File: src/rtl/core/pu2k_pkg.sv
// Shared types and codes for the keyed 2x pixel upscaler.
// No dependencies.
`default_nettype none

package pu2k_pkg;

    // Per-window control that travels with the data through the pipeline.
    typedef struct packed {
        logic is_key;   // center pixel matches the color key
        logic use_r;    // right neighbor counts
        logic use_b;    // below neighbor counts
        logic use_d;    // diagonal neighbor counts
    } pu2k_ctl_t;

    // Number of counting pixels minus one, selects the bottom-right divisor.
    typedef logic [1:0] pu2k_cnt_t;
    localparam pu2k_cnt_t CNT_ONE   = 2'd0;
    localparam pu2k_cnt_t CNT_TWO   = 2'd1;
    localparam pu2k_cnt_t CNT_THREE = 2'd2;
    localparam pu2k_cnt_t CNT_FOUR  = 2'd3;

    // Register indexes of the configuration port.
    localparam logic REG_KEY_COLOR = 1'b0;

endpackage

`default_nettype wire

File: src/rtl/core/pu2k_lane.sv
// One color channel of the upscaler: averages, divide, key select.
// Three register stages; depends on pu2k_pkg.
`default_nettype none

module pu2k_lane #(
    parameter int CHANNEL_BITS = 8
) (
    input  wire logic                    aclk,
    input  wire logic                    en,
    input  wire pu2k_pkg::pu2k_ctl_t     ctl,
    input  wire logic [CHANNEL_BITS-1:0] c_chan,
    input  wire logic [CHANNEL_BITS-1:0] r_chan,
    input  wire logic [CHANNEL_BITS-1:0] b_chan,
    input  wire logic [CHANNEL_BITS-1:0] d_chan,
    input  wire logic [CHANNEL_BITS-1:0] key_chan,
    output logic      [CHANNEL_BITS-1:0] tl_chan,
    output logic      [CHANNEL_BITS-1:0] tr_chan,
    output logic      [CHANNEL_BITS-1:0] bl_chan,
    output logic      [CHANNEL_BITS-1:0] br_chan
);
    import pu2k_pkg::*;

    localparam int CB = CHANNEL_BITS;
    localparam int SW = CB + 2;                    // sum of up to four channels
    // floor(2^SW / 3): estimate is exact or one low for every sum below 2^SW
    localparam logic [SW-1:0] RECIP3 = SW'((2 ** SW) / 3);

    // stage C: sums
    logic [CB-1:0] c_tl_reg, c_tr_reg, c_bl_reg;
    logic [SW-1:0] c_sum_reg;
    pu2k_cnt_t     c_cnt_reg;
    logic          c_key_reg;

    logic [CB:0]   pair_r, pair_b;
    logic [SW-1:0] sum_next;
    pu2k_cnt_t     cnt_next;

    always_comb begin
        pair_r   = {1'b0, c_chan} + {1'b0, r_chan};
        pair_b   = {1'b0, c_chan} + {1'b0, b_chan};
        sum_next = SW'(c_chan)
                 + (ctl.use_r ? SW'(r_chan) : '0)
                 + (ctl.use_b ? SW'(b_chan) : '0)
                 + (ctl.use_d ? SW'(d_chan) : '0);
        cnt_next = pu2k_cnt_t'(ctl.use_r) + pu2k_cnt_t'(ctl.use_b)
                 + pu2k_cnt_t'(ctl.use_d);
    end

    always_ff @(posedge aclk) begin
        if (en) begin
            c_tl_reg  <= c_chan;
            c_tr_reg  <= ctl.use_r ? pair_r[CB:1] : c_chan;
            c_bl_reg  <= ctl.use_b ? pair_b[CB:1] : c_chan;
            c_sum_reg <= sum_next;
            c_cnt_reg <= cnt_next;
            c_key_reg <= ctl.is_key;
        end
    end

    // stage D: quotient estimate
    logic [CB-1:0] d_tl_reg, d_tr_reg, d_bl_reg;
    logic [SW-1:0] d_sum_reg, d_q_reg;
    logic          d_div3_reg, d_key_reg;

    logic [2*SW-1:0] prod3;
    logic [SW-1:0]   q_next;

    always_comb begin
        prod3 = c_sum_reg * RECIP3;
        case (c_cnt_reg)
            CNT_ONE:   q_next = c_sum_reg;
            CNT_TWO:   q_next = c_sum_reg >> 1;
            CNT_THREE: q_next = prod3[2*SW-1:SW];
            CNT_FOUR:  q_next = c_sum_reg >> 2;
            default:   q_next = c_sum_reg;
        endcase
    end

    always_ff @(posedge aclk) begin
        if (en) begin
            d_tl_reg   <= c_tl_reg;
            d_tr_reg   <= c_tr_reg;
            d_bl_reg   <= c_bl_reg;
            d_sum_reg  <= c_sum_reg;
            d_q_reg    <= q_next;
            d_div3_reg <= (c_cnt_reg == CNT_THREE);
            d_key_reg  <= c_key_reg;
        end
    end

    // stage E: divide-by-three correction and key select
    logic [SW+1:0] rem3;
    logic [SW-1:0] q_fix;

    always_comb begin
        rem3  = {2'b00, d_sum_reg} - ({2'b00, d_q_reg} + {1'b0, d_q_reg, 1'b0});
        q_fix = (d_div3_reg && rem3 >= (SW+2)'(3)) ? d_q_reg + SW'(1) : d_q_reg;
    end

    always_ff @(posedge aclk) begin
        if (en) begin
            tl_chan <= d_key_reg ? key_chan : d_tl_reg;
            tr_chan <= d_key_reg ? key_chan : d_tr_reg;
            bl_chan <= d_key_reg ? key_chan : d_bl_reg;
            br_chan <= d_key_reg ? key_chan : q_fix[CB-1:0];
        end
    end

endmodule

`default_nettype wire

File: src/rtl/core/pixel_upscale_2x_keyed_core.sv
// Top level of the keyed 2x pixel upscaler: stream ports, key register,
// key compare stage and three channel lanes. Depends on pu2k_pkg, pu2k_lane.
`default_nettype none

// Usage
//   s_ channel: one word per source pixel, carrying its 2x2 window (center,
//   right, below, diagonal) in s_tdata and the two range flags in s_tuser.
//   m_ channel: one word per source pixel with the four output pixels of
//   the doubled image.
//   APB port: key_color at byte address 0; write it only while the
//   pipeline is empty.
// Timing
//   Five register stages: input capture, key compare, channel sums,
//   quotient estimate, correction/output. One word per clock sustained
//   while m_tready is high; the rate is set by the single shared pipeline
//   enable, and every stage advances whenever that enable is high.
//   The bottom-right divide by three is a reciprocal multiply followed by
//   a one-step correction in the next stage.
// Reset
//   aresetn low clears all valid bits and sets the key to zero.
// Stall
//   When m_tready is low with a word waiting, the whole pipeline freezes
//   and s_tready drops; nothing is dropped or repeated. Empty stages do not
//   hold it up: s_tready stays high while the output register is free.
module pixel_upscale_2x_keyed_core #(
    parameter int CHANNEL_BITS = 8
) (
    input  wire logic                                      aclk,
    input  wire logic                                      aresetn,
    // s_tdata: center, right, below, diagonal pixel, zero padded to bytes
    input  wire logic [((12*CHANNEL_BITS+7)/8)*8-1:0]      s_tdata,
    // s_tuser: right_in_range, below_in_range
    input  wire logic [1:0]                                s_tuser,
    input  wire logic                                      s_tvalid,
    output logic                                           s_tready,
    // m_tdata: top left, top right, bottom left, bottom right, zero padded
    output logic      [((12*CHANNEL_BITS+7)/8)*8-1:0]      m_tdata,
    output logic                                           m_tvalid,
    input  wire logic                                      m_tready,
    input  wire logic                                      psel,
    input  wire logic                                      penable,
    input  wire logic                                      pwrite,
    input  wire logic [((3*CHANNEL_BITS > 32) ? 4 : 3)-1:0] paddr,
    input  wire logic [((3*CHANNEL_BITS > 32) ? 64 : 32)-1:0] pwdata,
    output logic      [((3*CHANNEL_BITS > 32) ? 64 : 32)-1:0] prdata,
    output logic                                           pready
);
    import pu2k_pkg::*;

    localparam int CB      = CHANNEL_BITS;
    localparam int PIX_W   = 3 * CB;
    localparam int WIN_W   = 4 * PIX_W;
    localparam int TDATA_W = ((WIN_W + 7) / 8) * 8;
    localparam int DATA_W  = (PIX_W > 32) ? 64 : 32;
    localparam int ADDR_W  = (PIX_W > 32) ? 4 : 3;

    // ---------------- configuration ----------------
    logic [PIX_W-1:0] key_reg;
    logic             reg_index;

    assign pready    = 1'b1;
    assign reg_index = paddr[ADDR_W-1];
    assign prdata    = (reg_index == REG_KEY_COLOR) ? DATA_W'(key_reg) : '0;

    always_ff @(posedge aclk) begin
        if (!aresetn) begin
            key_reg <= '0;
        end else if (psel && penable && pwrite && reg_index == REG_KEY_COLOR) begin
            key_reg <= pwdata[PIX_W-1:0];
        end
    end

    // ---------------- pipeline control ----------------
    // Valid bits for capture, compare, sums, estimate and output stages.
    logic [4:0] valid_reg;
    logic       en;

    assign en       = !valid_reg[4] || m_tready;
    assign s_tready = en;
    assign m_tvalid = valid_reg[4];

    always_ff @(posedge aclk) begin
        if (!aresetn) begin
            valid_reg <= '0;
        end else if (en) begin
            valid_reg <= {valid_reg[3:0], s_tvalid};
        end
    end

    // ---------------- stage A: capture ----------------
    logic [WIN_W-1:0] a_win_reg;
    logic             a_rin_reg, a_bin_reg;

    always_ff @(posedge aclk) begin
        if (en) begin
            a_win_reg <= s_tdata[WIN_W-1:0];
            a_rin_reg <= s_tuser[0];
            a_bin_reg <= s_tuser[1];
        end
    end

    // ---------------- stage B: key compare ----------------
    logic [PIX_W-1:0] a_c, a_r, a_b, a_d;
    pu2k_ctl_t        ctl_next;

    assign a_c = a_win_reg[0*PIX_W +: PIX_W];
    assign a_r = a_win_reg[1*PIX_W +: PIX_W];
    assign a_b = a_win_reg[2*PIX_W +: PIX_W];
    assign a_d = a_win_reg[3*PIX_W +: PIX_W];

    always_comb begin
        ctl_next.is_key = (a_c == key_reg);
        ctl_next.use_r  = a_rin_reg && (a_r != key_reg);
        ctl_next.use_b  = a_bin_reg && (a_b != key_reg);
        ctl_next.use_d  = a_rin_reg && a_bin_reg && (a_d != key_reg);
    end

    logic [WIN_W-1:0] b_win_reg;
    pu2k_ctl_t        b_ctl_reg;

    always_ff @(posedge aclk) begin
        if (en) begin
            b_win_reg <= a_win_reg;
            b_ctl_reg <= ctl_next;
        end
    end

    // ---------------- stages C to E: per-channel lanes ----------------
    logic [PIX_W-1:0] tl_pix, tr_pix, bl_pix, br_pix;

    for (genvar k = 0; k < 3; k++) begin : g_lane
        pu2k_lane #(
            .CHANNEL_BITS(CB)
        ) u_lane (
            .aclk     (aclk),
            .en       (en),
            .ctl      (b_ctl_reg),
            .c_chan   (b_win_reg[0*PIX_W + k*CB +: CB]),
            .r_chan   (b_win_reg[1*PIX_W + k*CB +: CB]),
            .b_chan   (b_win_reg[2*PIX_W + k*CB +: CB]),
            .d_chan   (b_win_reg[3*PIX_W + k*CB +: CB]),
            .key_chan (key_reg[k*CB +: CB]),
            .tl_chan  (tl_pix[k*CB +: CB]),
            .tr_chan  (tr_pix[k*CB +: CB]),
            .bl_chan  (bl_pix[k*CB +: CB]),
            .br_chan  (br_pix[k*CB +: CB])
        );
    end

    assign m_tdata = TDATA_W'({br_pix, bl_pix, tr_pix, tl_pix});

endmodule

`default_nettype wire
File: config.mk
export PLATFORM = sky130hd
export DESIGN_NAME = pixel_upscale_2x_keyed_core
export DESIGN_NICKNAME = d
export VERILOG_FILES = /design/src/rtl/core/pu2k_pkg.sv /design/src/rtl/core/pu2k_lane.sv /design/src/rtl/core/pixel_upscale_2x_keyed_core.sv
export SDC_FILE = /design/constraint.sdc
export NUM_CORES = 1
export LEC_CHECK = 0
export BUFFER_PORTS_ARGS = -buffer_cell sky130_fd_sc_hd__buf_4
export CAP_MARGIN = 20
export CORE_MARGIN = 2
export CORE_UTILIZATION = 55
export CTS_BUF_LIST = sky130_fd_sc_hd__clkbuf_4 sky130_fd_sc_hd__clkbuf_8 sky130_fd_sc_hd__clkbuf_16
export DETAILED_ROUTE_END_ITERATION = 7
export HOLD_SLACK_MARGIN = 0.03
export PLACE_DENSITY_LB_ADDON = 0.2
export SLEW_MARGIN = 15
export SYNTH_ARGS = -nofsm -noshare
export SYNTH_HDL_FRONTEND = slang
export SYNTH_SLANG_ARGS = --single-unit
File: constraint.sdc
create_clock -name aclk -period 32.7 [get_ports aclk]
set_input_delay 6.54 -clock aclk [delete_from_list [all_inputs] [get_ports aclk]]
set_output_delay 6.54 -clock aclk [all_outputs]
set_load 0.05 [all_outputs]
==> results of run 1 <==
[cell families (layout without fill, tap and decap cells)]
family          count (synthesis)  after routing  share of synthesized area
mux                            63             63                    0.03040
buf+inv                       449            736                    0.05507
xor+xnor                      190            190                    0.05258
simple gates                  430            430                    0.06563
flops                         562            562                     0.5241
other cells                     2              9                  0.0002373
compound gates                417            417                    0.08638
fa+ha+maj                     388            388                     0.1856
[routing by layer]
| metal | global-route usage | vias up |
|---|---|---|
| met3 | 0.03767 | 102 |
| li1 | - | 9251 |
| met5 | 0 | - |
| met1 | 0.3366 | 9446 |
| met2 | 0.3910 | 581 |
| met4 | 0.06474 | 2 |
[stage by stage]
| step | hold slack (ns) | cells | instance area (um2) |
|---|---|---|---|
| 6_report | 0.4119 | 3551 | 36220 |
| 5_1_grt | 0.4220 | 3551 | 36220 |
| 4_1_cts | 0.4083 | 3550 | 36210 |
| 3_5_place_dp | 0.4045 | 3445 | 34250 |
| 3_3_place_gp | 0.4013 | 3445 | 34250 |
| 2_1_floorplan | 0.4003 | 2508 | 31680 |
[worst max-delay path: cells and delay by family]
kind,cells,cell delay (ns)
buffers and inverters,3,0.89
and+or+nand+nor,1,0.50
[layout by cell type (no fill, tap or decap), types with 11 or more instances in the layout]
| cell | synthesis | routed |
|---|---|---|
| a31oi_1 | 11 | 11 |
| a21o_1 | 31 | 31 |
| ha_1 | 252 | 252 |
| xnor2_1 | 113 | 113 |
| edfxtp_1 | 533 | 533 |
| a21boi_0 | 34 | 34 |
| mux2_2 | 25 | 25 |
| buf_4 | 9 | 260 |
| a21oi_1 | 84 | 84 |
| xor2_1 | 77 | 77 |
| dfxtp_1 | 29 | 29 |
| nor3_1 | 20 | 20 |
| clkinv_2 | 0 | 12 |
| nor2b_1 | 36 | 36 |
| inv_1 | 366 | 365 |
| mux2i_1 | 14 | 14 |
| o21ai_0 | 134 | 134 |
| mux4_2 | 24 | 24 |
| nand4_1 | 22 | 22 |
| o21a_1 | 11 | 11 |
| nand3_1 | 21 | 21 |
| nor2_1 | 56 | 56 |
| o21bai_1 | 12 | 12 |
| fa_1 | 136 | 136 |
| clkbuf_16 | 0 | 58 |
| nand2b_1 | 22 | 22 |
| nor4_1 | 18 | 18 |
| a211oi_1 | 12 | 12 |
| nand2_1 | 192 | 192 |
[path summary, 6_finish.rpt]
path / from / to / slack, ns / depth (start not counted)
setup reg to reg: g_lane[2].u_lane.c_sum_reg[1] / g_lane[2].u_lane.d_q_reg[7] / 27.58 / 14
setup / recovery: m_tready / s_tready / 18.19 / 4
hold reg to reg: g_lane[0].u_lane.c_bl_reg[6] / g_lane[0].u_lane.d_bl_reg[6] / 0.41 / 0
hold / removal: g_lane[0].u_lane.c_bl_reg[6] / g_lane[0].u_lane.d_bl_reg[6] / 0.41 / 0
[final cells by class]
class,instances,area [um2],share of cell area
Clock buffer,67,1531,0.04228
Clock inverter,38,427.9,0.01181
Inverter,368,1389,0.03834
Multi-Input combinational cell,1497,13350,0.3685
Sequential cell,562,16590,0.4579
Tap cell,756,945.9,0.02611
Timing Repair Buffer,263,1994,0.05506
==> results.toml, run 1 <==
[cells_and_area]
n_fill_cell = 4272
postLayoutCoreUtil = 0.6399
drive_above_1_share = 0.1585
num_antenna_cells = 0
syn2layout_area_growth_pct = 14.45
nets = 3277

[timing]
final.setup.tns_ns = 0
fin_crit_sh = 0.4436
slew_viol_final = 0
setup_viol = 0
rsz0062_at_grt = "false"
finalClockSkew_ns = 0.02950
fmax_ghz = 0.06893
worst_pin_slew_ns = 1.047
hold_viol = 0
layout_setup_ws_ns = 18.19
max_slew_margin = 0.3021
fin_crit_ns = 14.51

[critical_path]
crit_path_start_kind = "primary input"
end_kind = "output port"
crit_chain = "buf_4 -> nor2b_1 -> inv_8 -> buf_4"
critPathMaxStageDelay_ns = 0.50
arrival_ns = 7.97
path_class = "primary input to output port"
cp_slowest_cell = "nor2b_1"
cpMostUsedCell = "buf_4"
crit_fanout = 123
critPathRequiredTime_ns = 26.16

[floorplan]
fp.dieArea_um2 = 59480
fp.dieH_um = 243.9
core_um2 = 56600
std_cell_rows = 87
ios = 271
start_util = 0.5591
dieWidth_um = 243.9

[clock_network]
clk_path_buf_depth = 3
htree_levels = 2
cts_tree = "built"
root_buffer = "clkbuf_16"
postCtsHoldBufs = 0
postCtsSetupBuffers = 0
cts_made_buffers = 57
ctsResizeCount = 0
clk_latency_ns = 0.62
clkTransAtPathRegs_ns = 0.06
clock-sinks = 562

[logic_synthesis]
synthArstFlopShare = 0
ys_seq_elements = 562
synth_warnings = 0
synth_common_cells = "edfxtp_1, inv_1, ha_1, nand2_1, fa_1"
synth_area_leader_cell = "edfxtp_1"
synth_cells = 2501
netlist_area_um2 = 31650
synth_ff_type = "edfxtp_1"
postSynthAreaPerCell_um2 = 12.65
seq_area_frac_synth = 0.5241
yosys-top-cells-area = "edfxtp_1, ha_1, fa_1"
synth.most_common_cell = "edfxtp_1"
yosysTopAreaCellShare = 0.5057
synth_edf_count = 533
ys_types = 83

[global_route]
antenna_found_initial = 2
grt_pass1_vias = 19850
grt_pass1_wl_um = 110500
grt_max_degree = 163
grtUsageTotal = 0.2398
grt-ovfl-total = 0

[drt]
drtIter0Drc = 1468
wl_per_cell_um = 19.78
finalWirelength_um = 70250
remaining_drc_errors = 0
dr.pass1.iters = 5
ant_nets = 0
drt-met1-wl_um = 30900
via_count = 19380
viasPerCell = 5.458
top_layer = "met5"
wl_met3_um = 4149
routed-wl-met2_um = 33470

[place]
port_buffers = 251
place_hpwl_um = 53900
dpl_worst_slack_ns = 18.20
place_congestion = 0.9039

[flow_run]
cap_violations = 0

[hold_path]
min_path_type = "flop to flop"

[run_status]
outcome = "complete, no violations"
Power of run 1 is not shown: default switching activity piles up to over one toggle a cycle in this logic, so the estimate is an artifact.
==> inputs of run 2 (changes only) <==
clock period = 14.6 ns   (was 32.7 ns; I/O delays follow)
==> run 2 against run 1 <==
  * Design area grew 0.17%
  * Global-route usage shrank 0.14 points
  * Non-clock buffer count grew 2
  * Sequential share of layout area shrank 0.077 points
  * Critical path type unchanged
==> results.toml, run 2 (synthesized netlist as in run 1, its figures left out) <==
[floorplan]
std_cell_rows = 87
fp.dieArea_um2 = 59480
start_util = 0.5591
dieWidth_um = 243.9
fp.dieH_um = 243.9
core_um2 = 56600
ios = 271

[clock_network]
clock-sinks = 562
root_buffer = "clkbuf_16"
clk_latency_ns = 0.60
cts_tree = "built"
htree_levels = 2
cts_made_buffers = 56
clk_path_buf_depth = 3
clkTransAtPathRegs_ns = 0.06
postCtsSetupBuffers = 0
ctsResizeCount = 0
postCtsHoldBufs = 0

[critical_path]
rr_worst_depth = 14
crit_fanout = 6
end_kind = "output port"
arrival_ns = 3.96
path_class = "primary input to output port"
timing.rr.start = "g_lane[2].u_lane.c_sum_reg[3]"
crit_path_start_kind = "primary input"
critPathRequiredTime_ns = 11.68
r2r_slack_ns = 9.42
reg2reg_to = "g_lane[2].u_lane.d_q_reg[7]"

[cells_and_area]
drive_above_1_share = 0.1595
nets = 3278
mostFrequentLayoutCells = "edfxtp_1, inv_1, buf_4"
syn2layout_area_growth_pct = 14.64
design_area_um2 = 36280
num_antenna_cells = 0
postLayoutCoreUtil = 0.6410
final_common_cell = "edfxtp_1"

[timing]
setup_viol = 0
worst_pin_slew_ns = 1.119
fmax_ghz = 0.1453
fin_crit_sh = 0.4713
fin_crit_ns = 6.881
hold_viol = 0
max_slew_margin = 0.2537
rsz0062_at_grt = "false"
slew_viol_final = 0
final.setup.tns_ns = 0
finalClockSkew_ns = 0.02416

[drt]
wl_per_cell_um = 19.69
via_count = 19380
ant_nets = 0
wl_met3_um = 4790
remaining_drc_errors = 0
finalWirelength_um = 69960
top_layer = "met4"
routed-wl-met2_um = 32760
viasPerCell = 5.455
drtIter0Drc = 1383
drt-met1-wl_um = 30370
dr.pass1.iters = 6

[hold_path]
hold-path-endpoint = "g_lane[2].u_lane.d_tr_reg[1]"
whs_path_depth = 0
min_path_type = "flop to flop"
min-delay-start = "g_lane[2].u_lane.c_tr_reg[1]"

[place]
port_buffers = 251
place_hpwl_um = 54160
post_dp_cell_area_um2 = 34250
place_congestion = 0.8686

[flow_run]
cap_violations = 0

[global_route]
grtUsageTotal = 0.2383
grt_pass1_wl_um = 109700
antenna_found_initial = 0
grt_max_degree = 218
grt_pass1_vias = 19730
grt-ovfl-total = 0

[run_status]
outcome = "complete, no violations"
-- run 2: how the worst max path moves through the flow --
stage / startpoint / end / slack (ns) / depth (start not counted)
floorplan: m_tready / s_tready / 2.31 / 2
global placement: m_tready / s_tready / 7.71 / 4
detailed placement: m_tready / s_tready / 7.69 / 4
CTS: m_tready / s_tready / 7.69 / 4
global route: m_tready / s_tready / 7.62 / 4
finish: m_tready / s_tready / 7.72 / 4
-- run 2: layer usage --
layer | global-route usage | up-vias
met5 | 0 | -
met4 | 0.07604 | 0
met3 | 0.04098 | 109
met2 | 0.3785 | 616
met1 | 0.3364 | 9407
li1 | - | 9250
-- run 2: cell type report --
cell class,count,area [um2]
Timing Repair Buffer,265,2042
Clock buffer,66,1554
Sequential cell,562,16590
Clock inverter,39,422.9
Inverter,368,1385
Multi-Input combinational cell,1497,13350
Fill cell,4352,20320
Tap cell,756,945.9
-- run 2: worst max-delay path, cell delays in order --
cell and delay (ns):
buf_4 0.11, nor2b_1 0.40, clkinvlp_4 0.28, buf_4 0.24
-- run 2: per-stage QoR --
step | instances | hold WS, ns | setup slack, ns
2_1_floorplan | 2508 | 0.4003 | 2.311
3_3_place_gp | 3446 | 0.4017 | 7.709
3_5_place_dp | 3446 | 0.4045 | 7.685
4_1_cts | 3551 | 0.3953 | 7.685
5_1_grt | 3553 | 0.4071 | 7.617
6_report | 3553 | 0.4079 | 7.719
Power of run 2 is left out for the same reason.
